File: src/rtl/utrx_pkg.sv
// Shared constants, request and status codes, and inter-module structs for the UART transceiver.
package utrx_pkg;

  // Receive ring FIFO geometry; one slot stays free, so it holds FIFO_DEPTH-1 bytes
  localparam int unsigned FIFO_DEPTH = 64;
  localparam int unsigned PTR_W      = $clog2(FIFO_DEPTH);

  // Fixed field widths
  localparam int unsigned PERIOD_W    = 16;
  localparam int unsigned BYTE_W      = 8;
  localparam int unsigned COUNT_W     = 6;
  localparam int unsigned BIT_IDX_W   = 4;
  localparam int unsigned IN_DATA_W   = 16;
  localparam int unsigned OUT_DATA_W  = 16;
  localparam int unsigned USER_W      = 2;
  localparam int unsigned CFG_IDX_W   = 1;

  // Configuration register indexes
  localparam logic [CFG_IDX_W-1:0] CFG_BIT_PERIOD = 1'b0;
  localparam logic [CFG_IDX_W-1:0] CFG_INVERT     = 1'b1;

  typedef enum logic [1:0] {
    REQ_TICK  = 2'd0,
    REQ_READ  = 2'd1,
    REQ_WRITE = 2'd2,
    REQ_CLEAR = 2'd3
  } req_e;

  typedef enum logic [1:0] {
    STAT_OK    = 2'd0,
    STAT_EMPTY = 2'd1,
    STAT_NOCFG = 2'd2,
    STAT_BUSY  = 2'd3
  } status_e;

  // Byte handed from the receiver to the FIFO
  typedef struct packed {
    logic              valid;
    logic [BYTE_W-1:0] data;
  } push_t;

  // Host-side FIFO controls for one transaction
  typedef struct packed {
    logic pop;
    logic clear;
  } fifo_req_t;

  // FIFO view: empty and head byte before the transaction, count and flag after it
  typedef struct packed {
    logic               empty;
    logic [BYTE_W-1:0]  rd_data;
    logic [COUNT_W-1:0] count;
    logic               overflow;
  } fifo_rsp_t;

endpackage

File: src/rtl/uart_transceiver_with_rx_fifo_unit.sv
// Top level of the UART 8N1 transceiver with receive FIFO, stream ports and output skid.
//
// Usage:
//   Each input transaction is one request: a baud tick (carrying the sampled
//   receive line), a FIFO read, a transmit write or a FIFO/overflow clear,
//   selected by s_axis_tuser_i. Every request yields exactly one result with
//   the transmit line level, the popped byte, a status code, the FIFO count
//   and the sticky overflow flag.
//   The result is registered and driven on m_axis; a stalled one may wait in the skid register.
//   Throughput: one request per clock cycle while s_axis_tready_o is high,
//   set by the single pass through the receiver, transmitter and FIFO
//   pointer logic; the FIFO store is a RAM whose head entry is prefetched at
//   the next read pointer, so a read completes in the same pass.
//   Stalls: when m_axis_tready_i is low a second result is parked in a skid
//   register; s_axis_tready_o drops only while that register is occupied.
//   Reset: FIFO empty, overflow clear, both line machines idle, bit_period and
//   invert_logic zero (transmit refused until a bit period is written). The
//   FIFO store needs no clearing pass. Write configuration only while idle.
module uart_transceiver_with_rx_fifo_unit (
  input  logic                               clk_i,
  input  logic                               rst_ni,
  // Configuration write port
  input  logic                               cfg_we_i,
  input  logic [utrx_pkg::CFG_IDX_W-1:0]     cfg_idx_i,
  input  logic [utrx_pkg::PERIOD_W-1:0]      cfg_data_i,
  // Request stream
  input  logic                               s_axis_tvalid_i,
  output logic                               s_axis_tready_o,
  input  logic [utrx_pkg::IN_DATA_W-1:0]     s_axis_tdata_i,  // rx_level, tx_byte, zero pad
  input  logic [utrx_pkg::USER_W-1:0]        s_axis_tuser_i,  // req_type
  // Result stream
  output logic                               m_axis_tvalid_o,
  input  logic                               m_axis_tready_i,
  output logic [utrx_pkg::OUT_DATA_W-1:0]    m_axis_tdata_o,  // tx_level, read_data, fifo_count, overflow
  output logic [utrx_pkg::USER_W-1:0]        m_axis_tuser_o   // req_status
);
  import utrx_pkg::*;

  logic [PERIOD_W-1:0]   bit_period_q;
  logic                  invert_q;

  logic                  acc;
  req_e                  req;
  logic                  tick, rd_req, wr_req, clr_req;
  logic                  rx_level;
  logic [BYTE_W-1:0]     tx_byte;

  push_t                 push;
  fifo_req_t             fifo_req;
  fifo_rsp_t             fifo_rsp;
  logic                  tx_busy, tx_level;

  status_e               status;
  logic [BYTE_W-1:0]     read_data;
  logic [OUT_DATA_W-1:0] res_data;

  logic                  out_vld_q, skid_vld_q;
  logic [OUT_DATA_W-1:0] out_data_q, skid_data_q;
  logic [USER_W-1:0]     out_user_q, skid_user_q;

  // Decode the accepted transaction
  assign acc      = s_axis_tvalid_i && s_axis_tready_o;
  assign req      = req_e'(s_axis_tuser_i);
  assign tick     = acc && (req == REQ_TICK);
  assign rd_req   = acc && (req == REQ_READ);
  assign wr_req   = acc && (req == REQ_WRITE);
  assign clr_req  = acc && (req == REQ_CLEAR);
  assign rx_level = s_axis_tdata_i[0];
  assign tx_byte  = s_axis_tdata_i[BYTE_W:1];

  // Configuration registers
  always_ff @(posedge clk_i or negedge rst_ni) begin
    if (!rst_ni) begin
      bit_period_q <= '0;
      invert_q     <= 1'b0;
    end else if (cfg_we_i) begin
      unique case (cfg_idx_i)
        CFG_BIT_PERIOD: bit_period_q <= cfg_data_i;
        CFG_INVERT:     invert_q     <= cfg_data_i[0];
      endcase
    end
  end

  utrx_rx u_rx (
    .clk_i        (clk_i),
    .rst_ni       (rst_ni),
    .tick_i       (tick),
    .rx_level_i   (rx_level),
    .bit_period_i (bit_period_q),
    .invert_i     (invert_q),
    .push_o       (push)
  );

  utrx_tx u_tx (
    .clk_i        (clk_i),
    .rst_ni       (rst_ni),
    .tick_i       (tick),
    .write_i      (wr_req),
    .tx_byte_i    (tx_byte),
    .bit_period_i (bit_period_q),
    .invert_i     (invert_q),
    .busy_o       (tx_busy),
    .tx_level_o   (tx_level)
  );

  assign fifo_req.pop   = rd_req;
  assign fifo_req.clear = clr_req;

  utrx_fifo u_fifo (
    .clk_i  (clk_i),
    .rst_ni (rst_ni),
    .push_i (push),
    .req_i  (fifo_req),
    .rsp_o  (fifo_rsp)
  );

  // Build the result for this transaction
  always_comb begin
    status    = STAT_OK;
    read_data = '0;
    unique case (req)
      REQ_READ: begin
        if (fifo_rsp.empty) begin
          status = STAT_EMPTY;
        end else begin
          read_data = fifo_rsp.rd_data;
        end
      end
      REQ_WRITE: begin
        if (bit_period_q == '0) begin
          status = STAT_NOCFG;
        end else if (tx_busy) begin
          status = STAT_BUSY;
        end
      end
      REQ_TICK,
      REQ_CLEAR: status = STAT_OK;
    endcase
    res_data = {fifo_rsp.overflow, fifo_rsp.count, read_data, tx_level};
  end

  // Output register with one skid slot behind it
  always_ff @(posedge clk_i or negedge rst_ni) begin
    if (!rst_ni) begin
      out_vld_q  <= 1'b0;
      skid_vld_q <= 1'b0;
    end else if (!out_vld_q || m_axis_tready_i) begin
      if (skid_vld_q) begin
        out_vld_q  <= 1'b1;
        skid_vld_q <= 1'b0;
      end else begin
        out_vld_q  <= acc;
      end
    end else if (acc) begin
      skid_vld_q <= 1'b1;
    end
  end

  // Result payload, no reset needed
  always_ff @(posedge clk_i) begin
    if (!out_vld_q || m_axis_tready_i) begin
      if (skid_vld_q) begin
        out_data_q <= skid_data_q;
        out_user_q <= skid_user_q;
      end else if (acc) begin
        out_data_q <= res_data;
        out_user_q <= USER_W'(status);
      end
    end else if (acc) begin
      skid_data_q <= res_data;
      skid_user_q <= USER_W'(status);
    end
  end

  assign s_axis_tready_o = !skid_vld_q;
  assign m_axis_tvalid_o = out_vld_q;
  assign m_axis_tdata_o  = out_data_q;
  assign m_axis_tuser_o  = out_user_q;

  // The skid slot only fills behind a waiting output
  a_skid_behind_out: assert property (@(posedge clk_i) disable iff (!rst_ni)
    skid_vld_q |-> out_vld_q)
    else $error("skid slot valid with empty output register");

  // After an accepted transaction the output register always holds a valid result
  a_acc_lands: assert property (@(posedge clk_i) disable iff (!rst_ni)
    acc |=> out_vld_q)
    else $error("accepted transaction produced no result");

  // A stalled result is never lost
  a_stall_keeps: assert property (@(posedge clk_i) disable iff (!rst_ni)
    (out_vld_q && !m_axis_tready_i) |=> out_vld_q)
    else $error("stalled result dropped");

endmodule

File: src/rtl/utrx_ram.sv
// Generic single-write, single-read RAM with registered read data (write-first).
module utrx_ram #(
  parameter int unsigned WIDTH = 8,
  parameter int unsigned DEPTH = 64,
  localparam int unsigned AW   = $clog2(DEPTH)
) (
  input  logic             clk_i,
  input  logic             we_i,
  input  logic [AW-1:0]    waddr_i,
  input  logic [WIDTH-1:0] wdata_i,
  input  logic [AW-1:0]    raddr_i,
  output logic [WIDTH-1:0] rdata_o
);

  logic [WIDTH-1:0] mem_q [DEPTH];
  logic [WIDTH-1:0] rdata_q;

  // Write port
  always_ff @(posedge clk_i) begin
    if (we_i) begin
      mem_q[waddr_i] <= wdata_i;
    end
  end

  // Registered read, new data wins on a same-address write
  always_ff @(posedge clk_i) begin
    if (we_i && (waddr_i == raddr_i)) begin
      rdata_q <= wdata_i;
    end else begin
      rdata_q <= mem_q[raddr_i];
    end
  end

  assign rdata_o = rdata_q;

endmodule

File: src/rtl/utrx_rx.sv
// UART 8N1 receiver: start detect, mid-bit sampling, byte push toward the FIFO.
module utrx_rx (
  input  logic                            clk_i,
  input  logic                            rst_ni,
  input  logic                            tick_i,
  input  logic                            rx_level_i,
  input  logic [utrx_pkg::PERIOD_W-1:0]   bit_period_i,
  input  logic                            invert_i,
  output utrx_pkg::push_t                 push_o
);
  import utrx_pkg::*;

  typedef enum logic [1:0] {
    PH_IDLE  = 2'd0,
    PH_START = 2'd1,
    PH_DATA  = 2'd2,
    PH_STOP  = 2'd3
  } phase_e;

  phase_e                 phase_q, phase_d;
  logic [PERIOD_W-1:0]    cnt_q, cnt_d, cnt_inc;
  logic [BIT_IDX_W-1:0]   idx_q, idx_d;
  logic [BYTE_W-1:0]      shift_q, shift_d;
  logic                   bit_val;

  // Advance the receive state on tick transactions only
  always_comb begin
    phase_d      = phase_q;
    cnt_d        = cnt_q;
    idx_d        = idx_q;
    shift_d      = shift_q;
    push_o.valid = 1'b0;
    cnt_inc      = cnt_q + 1'b1;
    bit_val      = rx_level_i ^ invert_i;
    if (tick_i) begin
      unique case (phase_q)
        PH_IDLE: begin
          if (!bit_val && (bit_period_i != '0)) begin
            phase_d = PH_START;
            cnt_d   = '0;
            idx_d   = '0;
            shift_d = '0;
          end
        end
        PH_START: begin
          cnt_d = cnt_inc;
          if (cnt_inc >= (bit_period_i >> 1)) begin
            phase_d = PH_DATA;
            cnt_d   = '0;
          end
        end
        PH_DATA: begin
          cnt_d = cnt_inc;
          if (cnt_inc >= bit_period_i) begin
            cnt_d   = '0;
            shift_d = shift_q | (BYTE_W'(bit_val) << idx_q[2:0]);
            idx_d   = idx_q + 1'b1;
            if (idx_d >= BIT_IDX_W'(BYTE_W)) begin
              push_o.valid = 1'b1;
              phase_d      = PH_STOP;
            end
          end
        end
        PH_STOP: begin
          cnt_d = cnt_inc;
          if (cnt_inc >= bit_period_i) begin
            phase_d = PH_IDLE;
            cnt_d   = '0;
            idx_d   = '0;
          end
        end
      endcase
    end
    push_o.data = shift_d;
  end

  // Hold receive state
  always_ff @(posedge clk_i or negedge rst_ni) begin
    if (!rst_ni) begin
      phase_q <= PH_IDLE;
      cnt_q   <= '0;
      idx_q   <= '0;
      shift_q <= '0;
    end else begin
      phase_q <= phase_d;
      cnt_q   <= cnt_d;
      idx_q   <= idx_d;
      shift_q <= shift_d;
    end
  end

endmodule

File: src/rtl/utrx_tx.sv
// UART 8N1 transmitter: frame sequencing and the transmit line level.
module utrx_tx (
  input  logic                            clk_i,
  input  logic                            rst_ni,
  input  logic                            tick_i,
  input  logic                            write_i,
  input  logic [utrx_pkg::BYTE_W-1:0]     tx_byte_i,
  input  logic [utrx_pkg::PERIOD_W-1:0]   bit_period_i,
  input  logic                            invert_i,
  output logic                            busy_o,
  output logic                            tx_level_o
);
  import utrx_pkg::*;

  typedef enum logic [1:0] {
    PH_IDLE  = 2'd0,
    PH_START = 2'd1,
    PH_DATA  = 2'd2,
    PH_STOP  = 2'd3
  } phase_e;

  phase_e                 phase_q, phase_d;
  logic [PERIOD_W-1:0]    cnt_q, cnt_d, cnt_inc;
  logic [BIT_IDX_W-1:0]   idx_q, idx_d;
  logic [BYTE_W-1:0]      shift_q, shift_d;
  logic                   logical;

  assign busy_o = (phase_q != PH_IDLE);

  // Start a frame on an accepted write, step bit timing on ticks
  always_comb begin
    phase_d = phase_q;
    cnt_d   = cnt_q;
    idx_d   = idx_q;
    shift_d = shift_q;
    cnt_inc = cnt_q + 1'b1;
    if (write_i) begin
      if ((bit_period_i != '0) && (phase_q == PH_IDLE)) begin
        phase_d = PH_START;
        cnt_d   = '0;
        idx_d   = '0;
        shift_d = tx_byte_i;
      end
    end else if (tick_i && (phase_q != PH_IDLE)) begin
      cnt_d = cnt_inc;
      if (cnt_inc >= bit_period_i) begin
        cnt_d = '0;
        unique case (phase_q)
          PH_START: begin
            phase_d = PH_DATA;
            idx_d   = '0;
          end
          PH_DATA: begin
            idx_d = idx_q + 1'b1;
            if (idx_d >= BIT_IDX_W'(BYTE_W)) begin
              phase_d = PH_STOP;
            end
          end
          PH_STOP: begin
            phase_d = PH_IDLE;
            idx_d   = '0;
          end
          PH_IDLE: begin
            phase_d = PH_IDLE;
          end
        endcase
      end
    end
  end

  // Drive the line from the state left by this transaction
  always_comb begin
    unique case (phase_d)
      PH_START: logical = 1'b0;
      PH_DATA:  logical = shift_d[idx_d[2:0]];
      PH_IDLE,
      PH_STOP:  logical = 1'b1;
    endcase
    tx_level_o = logical ^ invert_i;
  end

  // Hold transmit state
  always_ff @(posedge clk_i or negedge rst_ni) begin
    if (!rst_ni) begin
      phase_q <= PH_IDLE;
      cnt_q   <= '0;
      idx_q   <= '0;
      shift_q <= '0;
    end else begin
      phase_q <= phase_d;
      cnt_q   <= cnt_d;
      idx_q   <= idx_d;
      shift_q <= shift_d;
    end
  end

  // Data phase never runs past the last data bit
  a_tx_idx_range: assert property (@(posedge clk_i) disable iff (!rst_ni)
    (phase_q == PH_DATA) |-> (idx_q < BIT_IDX_W'(BYTE_W)))
    else $error("tx bit index out of range in data phase");

endmodule

File: src/rtl/utrx_fifo.sv
// Receive ring FIFO: pointers, overflow flag, and the byte store.
module utrx_fifo (
  input  logic                  clk_i,
  input  logic                  rst_ni,
  input  utrx_pkg::push_t       push_i,
  input  utrx_pkg::fifo_req_t   req_i,
  output utrx_pkg::fifo_rsp_t   rsp_o
);
  import utrx_pkg::*;

  localparam int unsigned CNT_W = PTR_W + 1;

  logic [PTR_W-1:0] rp_q, rp_d, wp_q, wp_d, wp_inc;
  logic             ovf_q, ovf_d;
  logic             empty, full, wr_en;
  logic [CNT_W-1:0] used;
  logic [BYTE_W-1:0] rdata;

  function automatic logic [PTR_W-1:0] ptr_inc(input logic [PTR_W-1:0] p);
    logic [PTR_W-1:0] r;
    r = (p == PTR_W'(FIFO_DEPTH - 1)) ? '0 : p + 1'b1;
    return r;
  endfunction

  assign wp_inc = ptr_inc(wp_q);
  assign empty  = (rp_q == wp_q);
  assign full   = (wp_inc == rp_q);
  assign wr_en  = push_i.valid && !full;

  // Update pointers and overflow for this transaction
  always_comb begin
    rp_d  = rp_q;
    wp_d  = wp_q;
    ovf_d = ovf_q;
    if (req_i.clear) begin
      rp_d  = '0;
      wp_d  = '0;
      ovf_d = 1'b0;
    end else if (req_i.pop && !empty) begin
      rp_d = ptr_inc(rp_q);
    end else if (push_i.valid) begin
      if (full) begin
        ovf_d = 1'b1;
      end else begin
        wp_d = wp_inc;
      end
    end
  end

  // Occupancy after this transaction
  always_comb begin
    if (wp_d >= rp_d) begin
      used = {1'b0, wp_d} - {1'b0, rp_d};
    end else begin
      used = {1'b0, wp_d} + CNT_W'(FIFO_DEPTH) - {1'b0, rp_d};
    end
  end

  // Prefetch the head entry for the next transaction
  utrx_ram #(
    .WIDTH (BYTE_W),
    .DEPTH (FIFO_DEPTH)
  ) u_store (
    .clk_i   (clk_i),
    .we_i    (wr_en),
    .waddr_i (wp_q),
    .wdata_i (push_i.data),
    .raddr_i (rp_d),
    .rdata_o (rdata)
  );

  assign rsp_o.empty    = empty;
  assign rsp_o.rd_data  = rdata;
  assign rsp_o.count    = COUNT_W'(used);
  assign rsp_o.overflow = ovf_d;

  // Hold pointers and flag
  always_ff @(posedge clk_i or negedge rst_ni) begin
    if (!rst_ni) begin
      rp_q  <= '0;
      wp_q  <= '0;
      ovf_q <= 1'b0;
    end else begin
      rp_q  <= rp_d;
      wp_q  <= wp_d;
      ovf_q <= ovf_d;
    end
  end

  // A byte dropped on a full FIFO must leave the flag set
  a_ovf_on_drop: assert property (@(posedge clk_i) disable iff (!rst_ni)
    (push_i.valid && full && !req_i.clear) |=> ovf_q)
    else $error("dropped byte did not set overflow");

  // Pointers stay inside the ring
  a_ptr_range: assert property (@(posedge clk_i) disable iff (!rst_ni)
    (rp_q <= PTR_W'(FIFO_DEPTH - 1)) && (wp_q <= PTR_W'(FIFO_DEPTH - 1)))
    else $error("fifo pointer outside ring");

endmodule
File: config.mk
export PLATFORM = sky130hd
export DESIGN_NAME = uart_transceiver_with_rx_fifo_unit
export DESIGN_NICKNAME = d
export VERILOG_FILES = /design/src/rtl/utrx_pkg.sv /design/src/rtl/uart_transceiver_with_rx_fifo_unit.sv /design/src/rtl/utrx_ram.sv /design/src/rtl/utrx_rx.sv /design/src/rtl/utrx_tx.sv /design/src/rtl/utrx_fifo.sv
export SDC_FILE = /design/constraint.sdc
export NUM_CORES = 1
export LEC_CHECK = 0
export ABC_CLOCK_PERIOD_IN_PS = 6520
export BUFFER_PORTS_ARGS = -buffer_cell sky130_fd_sc_hd__buf_2
export CAP_MARGIN = 15
export CORE_MARGIN = 1.5
export CORE_UTILIZATION = 50
export DETAILED_ROUTE_END_ITERATION = 16
export PLACE_DENSITY = 0.68
export SLEW_MARGIN = 0
export SYNTH_ARGS = -nofsm -noshare
export SYNTH_HDL_FRONTEND = slang
export SYNTH_SLANG_ARGS = --single-unit
File: constraint.sdc
create_clock -name clk_i -period 6.52 [get_ports clk_i]
set_clock_uncertainty 0.15 [all_clocks]
set_input_delay 0.326 -clock clk_i [delete_from_list [all_inputs] [get_ports clk_i]]
set_output_delay 0.326 -clock clk_i [all_outputs]
set_load 0.05 [all_outputs]
=== Word level (Yosys, flattened, before mapping) ===
Memories as Yosys holds them, arrays and structs flattened. A register that Yosys moved wholly into a read port is not among the register bits.
Index checks and enable logic that the tools add are counted.

* Register bits: 128
* Word-level logic and storage cells: 178
* Bits in writable memories: 512
* Bits of input ports: 40
* Memories kept: 1

{| class="wikitable"
|+ Memories
! name !! words !! bits a word !! rd ports !! clocked after Yosys merged registers in !! wr ports !! RTL line !! RTL
|-
| u_fifo.u_store.mem_q || 64 || 8 || 1 || 1 || 1 || utrx_ram.sv:15 || <nowiki>logic [WIDTH-1:0] mem_q [DEPTH];</nowiki>
|}

* Shift operators: 1
* Add/sub/neg operators: 9
* Bitwise gates (word level): 5
* Equal/unequal tests: 22
* Mux-type cells: 70
* Reduce and logical (&&, ||, !) cells: 43
* $lt $le $gt $ge: 7

{| class="wikitable"
|+ Operators by type and width
! kind !! count
|-
| 16-bit two-way mux || 9
|-
| 8-bit two-way mux || 7
|-
| 6-bit two-way mux || 9
|-
| 16-bit one-hot mux with 3 select lines || 1
|-
| 16-bit by 1-bit adder with 16-bit output (second input constant) || 2
|-
| 16-bit greater-or-equal comparator || 2
|-
| 2-bit two-way mux || 14
|-
| 4-bit two-way mux || 7
|-
| 6-bit by 1-bit adder with 6-bit output (second input constant) || 3
|-
| 2-bit equality test (second input constant) || 8
|-
| 16-bit by 15-bit greater-or-equal comparator with 1-bit output || 1
|-
| 16-bit logical NOT || 1
|-
| 8-bit one-hot mux with 2 select lines || 1
|-
| 16-bit nonzero test || 1
|-
| 1-bit two-way mux || 15
|-
| 6-bit equality test || 2
|-
| 6-bit equality test (second input constant) || 2
|-
| 2-bit one-hot mux with 3 select lines || 2
|-
| 4-bit one-hot mux with 3 select lines || 1
|-
| 2-bit AND reduction || 6
|-
| 6-bit subtractor || 2
|-
| 1-bit logical AND || 10
|-
| 2-bit by 1-bit != test with 1-bit output (second input constant) || 5
|-
| 2-bit nonzero test || 5
|-
| other kinds (22) || 41
|}

=== Longest topological paths before layout ===
Gate-level depths: netlist (run 1).

* Depth in word-level cells: 14
* Depth in mapped cells: 27

=== Cells and area by module ===
From an unflattened synthesis (run 1), not the netlist that was laid out.

* Cell total of the unflattened synthesis: 1,711
* Area, all modules: 28,302.1 µm²

{| class="wikitable"
|+ Modules (own cells, without submodules)
! module !! sequential area each (µm²) !! instances !! cells an instance !! area each (µm²)
|-
| utrx_ram || 15,494.9 || 1 || 938 || 20,126.8
|-
| utrx_rx || 750.7 || 1 || 247 || 2,372.3
|-
| utrx_tx || 750.7 || 1 || 257 || 2,252.2
|-
| uart_transceiver_with_rx_fifo_unit || 1,556.5 || 1 || 133 || 2,237.1
|-
| utrx_fifo || 325.3 || 1 || 136 || 1,313.8
|}

=== Least setup slack after synthesis (run 1) ===
Ideal clock, no wire load.

* Path kind: flip-flop to flip-flop
* Start point: reg u_rx.cnt_q[0]
* End point: reg out_data_q[14], in the netlist m_axis_tdata_o[14] (data pin)
* Buffers on the path: 0
* Path slack: 1.412 ns
* Arrival time: 4.698 ns
* Cell stages (with the launch flop): 27
* Data required time: 6.110 ns
* Period minus slack after synthesis: 5.108 ns
* Path through: dfrtp_1 > ha_1 > nand3_1 > nor2_1 > and3_1 > and3_1 > nand3_1 > xnor2_1 > ha_1 > nand4_1 > nor2_1 > a21oi_1 > o211ai_1 > a32o_1 > nand3_1 > mux2i_1 > or2_1 > inv_1 > ha_1 > nor2b_1 > o21ai_0 > nand2b_1 > a21o_1 > a21oi_1 > xnor2_1 > xnor2_1 > mux2_2

{| class="wikitable"
|+ RTL lines
! what !! RTL line !! RTL
|-
| start: declaration || utrx_rx.sv:21 || <nowiki>logic [PERIOD_W-1:0] cnt_q, cnt_d, cnt_inc;</nowiki>
|-
| start signal: assignment || utrx_rx.sv:86 || <nowiki>cnt_q <= cnt_d;</nowiki>
|-
| end signal: assignment || uart_transceiver_with_rx_fifo_unit.sv:163 || <nowiki>out_data_q <= skid_data_q;</nowiki>
|-
| end signal: assignment || uart_transceiver_with_rx_fifo_unit.sv:166 || <nowiki>out_data_q <= res_data;</nowiki>
|-
| end: declaration || uart_transceiver_with_rx_fifo_unit.sv:58 || <nowiki>logic [OUT_DATA_W-1:0] out_data_q, skid_data_q;</nowiki>
|}

==> results of run 1 <==
-- worst max-delay path, delay by kind of cell, from the launching register on --
| kind | cells | cell delay (ns) |
|---|---|---|
| mux | 2 | 0.50 |
| flops | 1 | 0.46 |
| simple gates | 11 | 1.90 |
| buf+inv | 1 | 0.07 |
| fa+ha+maj | 3 | 0.82 |
| compound gates | 6 | 1.12 |
| xor+xnor | 3 | 0.54 |
-- layer usage --
metal / part of all wire [%] / global-route usage (%) / vias up
met5: 0.062 / 0 / -
met4: 2.4 / 6.33 / 6
met3: 7.2 / 5.17 / 109
met2: 48 / 34.4 / 479
met1: 42 / 29.1 / 7474
li1: - / - / 6495
-- through the flow --
step,area [um^2],util (%),hold slack [ns]
6_report,31100,57.6,0.0762
5_1_grt,31100,57.6,0.0888
4_1_cts,31100,57.6,0.0367
3_5_place_dp,28700,53.1,0.163
3_3_place_gp,28700,53.1,0.152
2_1_floorplan,27500,-,-0.120
-- layout by cell type (no fill, tap or decap), drive strengths merged, types with 8 or more instances in the layout --
cell type,count
edfxtp,548
mux4,168
nor2,119
buf,100
nand2,96
dfrtp,92
clkbuf,89
ha,66
inv,48
o21ai,45
nand3,38
dlygate4sd3,30
xnor2,27
xor2,26
clkinv,23
a21oi,20
a32o,20
a21o,16
mux2,16
and3,15
nor2b,15
nand3b,13
a31oi,12
nand4,8
nor4,8
nand2b,8
nor3,8
-- logic make-up after synthesis --
kind of cell	share of synthesized area [%]
adders and majority gates	3.08
DFF	68.7
xor gates and xnor gates	1.69
and+or+nand+nor	6.14
AOI/OAI and AO/OA	4.02
muxes	14.6
buffers and inverters	1.73
-- cell type report --
| class | instances | share of cell area, % |
|---|---|---|
| sequential | 646 | 60.7 |
| tap | 696 | 2.80 |
| clock inverter | 30 | 0.800 |
| timing repair buffer | 130 | 3.05 |
| clock buffer | 89 | 5.99 |
| inverter | 47 | 0.567 |
| multi-input combinational | 812 | 26.1 |
-- final timing paths --
kind,end,slack (ns),cells after the start,start
setup / recovery,m_axis_tdata_o[14],0.69,26,u_rx.cnt_q[0]
hold / removal,invert_q,0.08,2,rst_ni
setup reg to reg,m_axis_tdata_o[14],0.69,26,u_rx.cnt_q[0]
hold reg to reg,u_tx.shift_q[0],0.32,2,u_tx.shift_q[0]
max in group asynchronous,u_fifo.rp_q[2],4.98,3,rst_ni
min in group clk_i,skid_user_q[1],0.08,3,s_axis_tuser_i[1]
-- state kept, by name, summed over array words and instances (netlist names), 8 cells and up, named ones only --
signal                flops
u_fifo.u_store.mem_q    512
bit_period_q             16
m_axis_tdata_o           16
skid_data_q              16
u_rx.cnt_q               16
u_tx.cnt_q               16
u_rx.shift_q              8
u_tx.shift_q              8
-- what timing repair did --
item | 4_1_cts | 5_1_grt
hold buffers | 30 | 0
hold endpoints to repair | 62 | 0
gates resized for setup | 0 | 0
-- power groups by stage --
stage | Combinational (uW) | Sequential, uW | Clock [uW]
2_1_floorplan | 1110 | 4780 | 0
3_3_place_gp | 1330 | 4860 | 0
3_5_place_dp | 1350 | 4860 | 0
4_1_cts | 1370 | 4780 | 3760
5_1_grt | 1490 | 4800 | 3910
6_report | 1350 | 4770 | 3690
==> results.yml, run 1 <==
sta:
  hold_viol: 0
  rsz0062_at_grt: "false"
  period_share_pct: 89.5
  min_period_ns: 5.83
  setup_viol: 0
  setup-tns-final_ns: 0
  tightest_slew_ns: 1.04
  drv_slew: 0
  relSlewSlack_pct: 30.3
  fmax_mhz: 171
  final.setup.worst_slack_ns: 0.686
drt:
  drtIter0Drc: 1200
  antenna_left: 0
  drc: 0
  firstDrtPassIters: 5
  viasPerCell: 5.94
  routed_wl_mm: 58.2
  post_drt_wl_per_cell_um: 23.7
  via_count: 14600
power:
  p_comb_share_pct: 13.8
  power_uw: 9820
  intPower_uw: 7350
  switching_share_pct: 25.1
  power.leakage_uw: 0.0116
  switchingPower_uw: 2470
  pwr-share-clk_pct: 37.6
  powerDensity_mw_per_mm2: 315
  ir_drop_mv: 0.191
  power_frac_seq_pct: 48.6
synthesis:
  post-synth-top-count-cell: "edfxtp_1"
  ys_types: 68
  synth-seq-cells: 646
  synth-seq-area-share_pct: 68.7
  ys.flop_type: "edfxtp_1"
  netlist_area_mm2: 0.0275
  ys_warn_count: 0
  synthArstFlopShare_pct: 14.2
  syn_inst: 1576
  synth_top_cell_area_share_pct: 59.9
  syn_area_per_cell_um2: 17.4
  synth_top_cell_by_area: "edfxtp_1"
  ys_top_cells_by_area: "edfxtp_1 (60%), mux4_2 (14%), dfrtp_1 (8.4%), ha_1 (3.0%), nor2_1 (1.6%)"
  ys_top_cells_by_count: "edfxtp_1 (548), mux4_2 (168), nor2_1 (118)"
  synthesis.nets: 1683
  synth-edff-count: 548
floorplanning:
  placementRows: 85
  coreArea_mm2: 0.0540
  die_width_um: 237
  io_pins: 60
  dieArea_mm2: 0.0564
  start_util_pct: 50.9
  die_h_um: 237
clock_network:
  post-cts-setup-buffers: 0
  cts_num_sinks: 646
  h-tree-depth: 3
  clockRootBuffer: "clkbuf_16"
  cts_buffers: 69
  clk_pin_slew_ns: 0.06
  tritoncts: "built"
  cts.path.max_buffers: 3
  clkLatencyLatePin_ns: 0.59
final_layout:
  instances_no_fill: 2450
  drive_gt1_share_pct: 23.1
  seqCellArea_mm2: 0.0189
  syn_to_final_growth_pct: 13.3
  n_antenna_cell: 0
  multi_input_area_mm2: 0.00814
  nets: 1813
  fill_cells: 3992
setup_path:
  arrival_ns: 6.01
  cp_max_fo: 9
  setup.worst_path.end_class: "flop"
  required_ns: 6.70
  crit_type: "flop to flop"
  slowest_stage: "dfrtp_1"
  critical-path-max-stage-delay_ns: 0.46
  cp-start-kind: "flop"
grt:
  grt_pass1_vias: 15000
  grt_max_degree: 87
  grt_pass1_wl_mm: 89.8
  gr-total-overflow: 0
  grt_usage_pct: 21.4
  antenna_found_initial: 3
placement:
  pre_cts_ws_ns: 0.708
  port_buffers: 52
  dp_cells: 2299
  hpwl_mm: 37.3
  gp_congestion: 0.814
run:
  cap_violations: 0
worst_hold_path:
  hold_path_class: "input pin to async pin"
outcome:
  run_status: "completed"
No activity file was read; power rests on OpenSTA's default activity.
==> run 2, diff against run 1 <==
Settings changed: PLACE_DENSITY 0.68 to 0.72.
==> results.yml, run 2 (synthesis results as in run 1) <==
outcome:
  run_status: "completed"
final_layout:
  syn_to_final_growth_pct: 13.6
  largest_reg_flops: 512
  fill_cells: 3956
  mostFrequentLayoutCells: "edfxtp_1 (548), mux4_2 (168), nor2_1 (117)"
  layout.cells.most_common: "edfxtp_1"
  finish.instance_area_mm2: 0.0312
  drive_gt1_share_pct: 23.6
  n_antenna_cell: 0
  nets: 1814
  top_register: "u_fifo.u_store.mem_q"
grt:
  grt_max_degree: 66
  grt_pass1_vias: 15100
  use_met2_pct: 34.9
  grt_usage_pct: 21.6
  met1_usage_pct: 29.2
  grt_pass1_wl_mm: 90.8
  gr-total-overflow: 0
  grt.busiest_layer: "met2"
  grt.met3_usage_pct: 4.97
  antenna_found_initial: 2
clock_network:
  cts_buffers: 67
  clockRootBuffer: "clkbuf_16"
  h-tree-depth: 3
  post-cts-setup-buffers: 0
  clkLatencyLatePin_ns: 0.60
  cts_resized: 0
  hold_buffers: 31
  clk_pin_slew_ns: 0.06
  cts.path.max_buffers: 3
  tritoncts: "built"
  cts_num_sinks: 646
sta:
  tightest_slew_ns: 1.05
  fmax_mhz: 169
  min_period_ns: 5.90
  hold_viol: 0
  setup_viol: 0
  final.setup.worst_slack_ns: 0.617
  relSlewSlack_pct: 29.9
  setup-tns-final_ns: 0
  rsz0062_at_grt: "false"
  drv_slew: 0
  period_share_pct: 90.5
placement:
  hpwl_mm: 37.0
  port_buffers: 52
  pre_cts_ws_ns: 0.689
  gp_congestion: 0.833
  place_area_mm2: 0.0287
setup_path:
  cp_max_fo: 9
  arrival_ns: 6.11
  crit_type: "flop to flop"
  required_ns: 6.72
  setup.worst_path.end_class: "flop"
  cp-start-kind: "flop"
floorplanning:
  placementRows: 85
  io_pins: 60
  start_util_pct: 50.9
  die_h_um: 237
  coreArea_mm2: 0.0540
  die_width_um: 237
  dieArea_mm2: 0.0564
drt:
  antenna_left: 0
  post_drt_wl_per_cell_um: 24.2
  drtIter0Drc: 1523
  viasPerCell: 6.06
  via_count: 14900
  firstDrtPassIters: 5
  drc: 0
  routed_wl_mm: 59.4
run:
  cap_violations: 0
power:
  power.leakage_uw: 0.0116
  ir_drop_mv: 0.204
  powerDensity_mw_per_mm2: 317
worst_hold_path:
  hold_path_class: "input pin to flop"
## run 2: cell types whose count changed in the layout (fill, tap and decap cells not counted), sizes merged
cell | before | now
clkinv | 23 | 35
dlygate4sd3 | 30 | 31
clkbuf | 89 | 79
bufinv | 4 | 5
buf | 100 | 102
## run 2: final timing paths
check / start / endpoint / slack (ns) / cells past startpoint
setup / recovery: u_rx.cnt_q[0] / m_axis_tdata_o[14] / 0.62 / 26
hold / removal: s_axis_tuser_i[1] / skid_user_q[1] / 0.07 / 3
setup reg to reg: u_rx.cnt_q[0] / m_axis_tdata_o[14] / 0.62 / 26
hold reg to reg: u_tx.shift_q[1] / u_tx.shift_q[1] / 0.32 / 2
max in group asynchronous: rst_ni / u_rx.cnt_q[15] / 5.02 / 3
min in group asynchronous: rst_ni / bit_period_q[3] / 0.09 / 2
## run 2: cell type report
cell class	instances	area, um^2	share of cell area (%)
clock buffers	79	1790	5.72
clock inverters	43	369	1.18
flip-flops and latches	646	18900	60.5
inverters	47	176	0.565
well taps	696	871	2.79
multi-input cells	812	8140	26.1
repair buffers	133	986	3.16
## run 2: layer usage
layer	vias up	routed length, um
li1	6506	-
met1	7608	24100
met2	647	28800
met3	125	4690
met4	4	1810
met5	-	22
## run 2: where the power goes
group          switching [uW]  internal [uW]
clock                    1570           2170
sequential                250           4560
combinational             709            622
## run 2: worst max-delay path, cell delays in order (launching register included)
cell and delay (ns):
dfrtp_1 0.45, nand3_1 0.09, nor2_1 0.24, and3_1 0.31, nand3_1 0.20, inv_1 0.15
and3_1 0.19, xor2_1 0.30, ha_1 0.31, a21oi_1 0.18, nor2b_1 0.08, o21ai_0 0.17
o211ai_1 0.17, a32o_1 0.34, nand3_1 0.35, mux2i_1 0.23, or2_1 0.16, inv_1 0.07
ha_1 0.28, nor2b_1 0.12, o21ai_0 0.15, nand2b_1 0.11, a21o_1 0.18, a21oi_1 0.17
xnor2_1 0.15, xnor2_1 0.10, mux2_2 0.28
## run 2: stage by stage
stage               total power (uW)  std cells  hold WS, ns  util [%]
floorplan                       5900       1576       -0.120         -
global placement                6190       2300        0.163      53.2
detailed placement              6230       2300        0.177      53.2
CTS                             9960       2453       0.0417      57.7
global route                   10300       2456       0.0677      57.8
finish                          9890       2456       0.0714      57.8
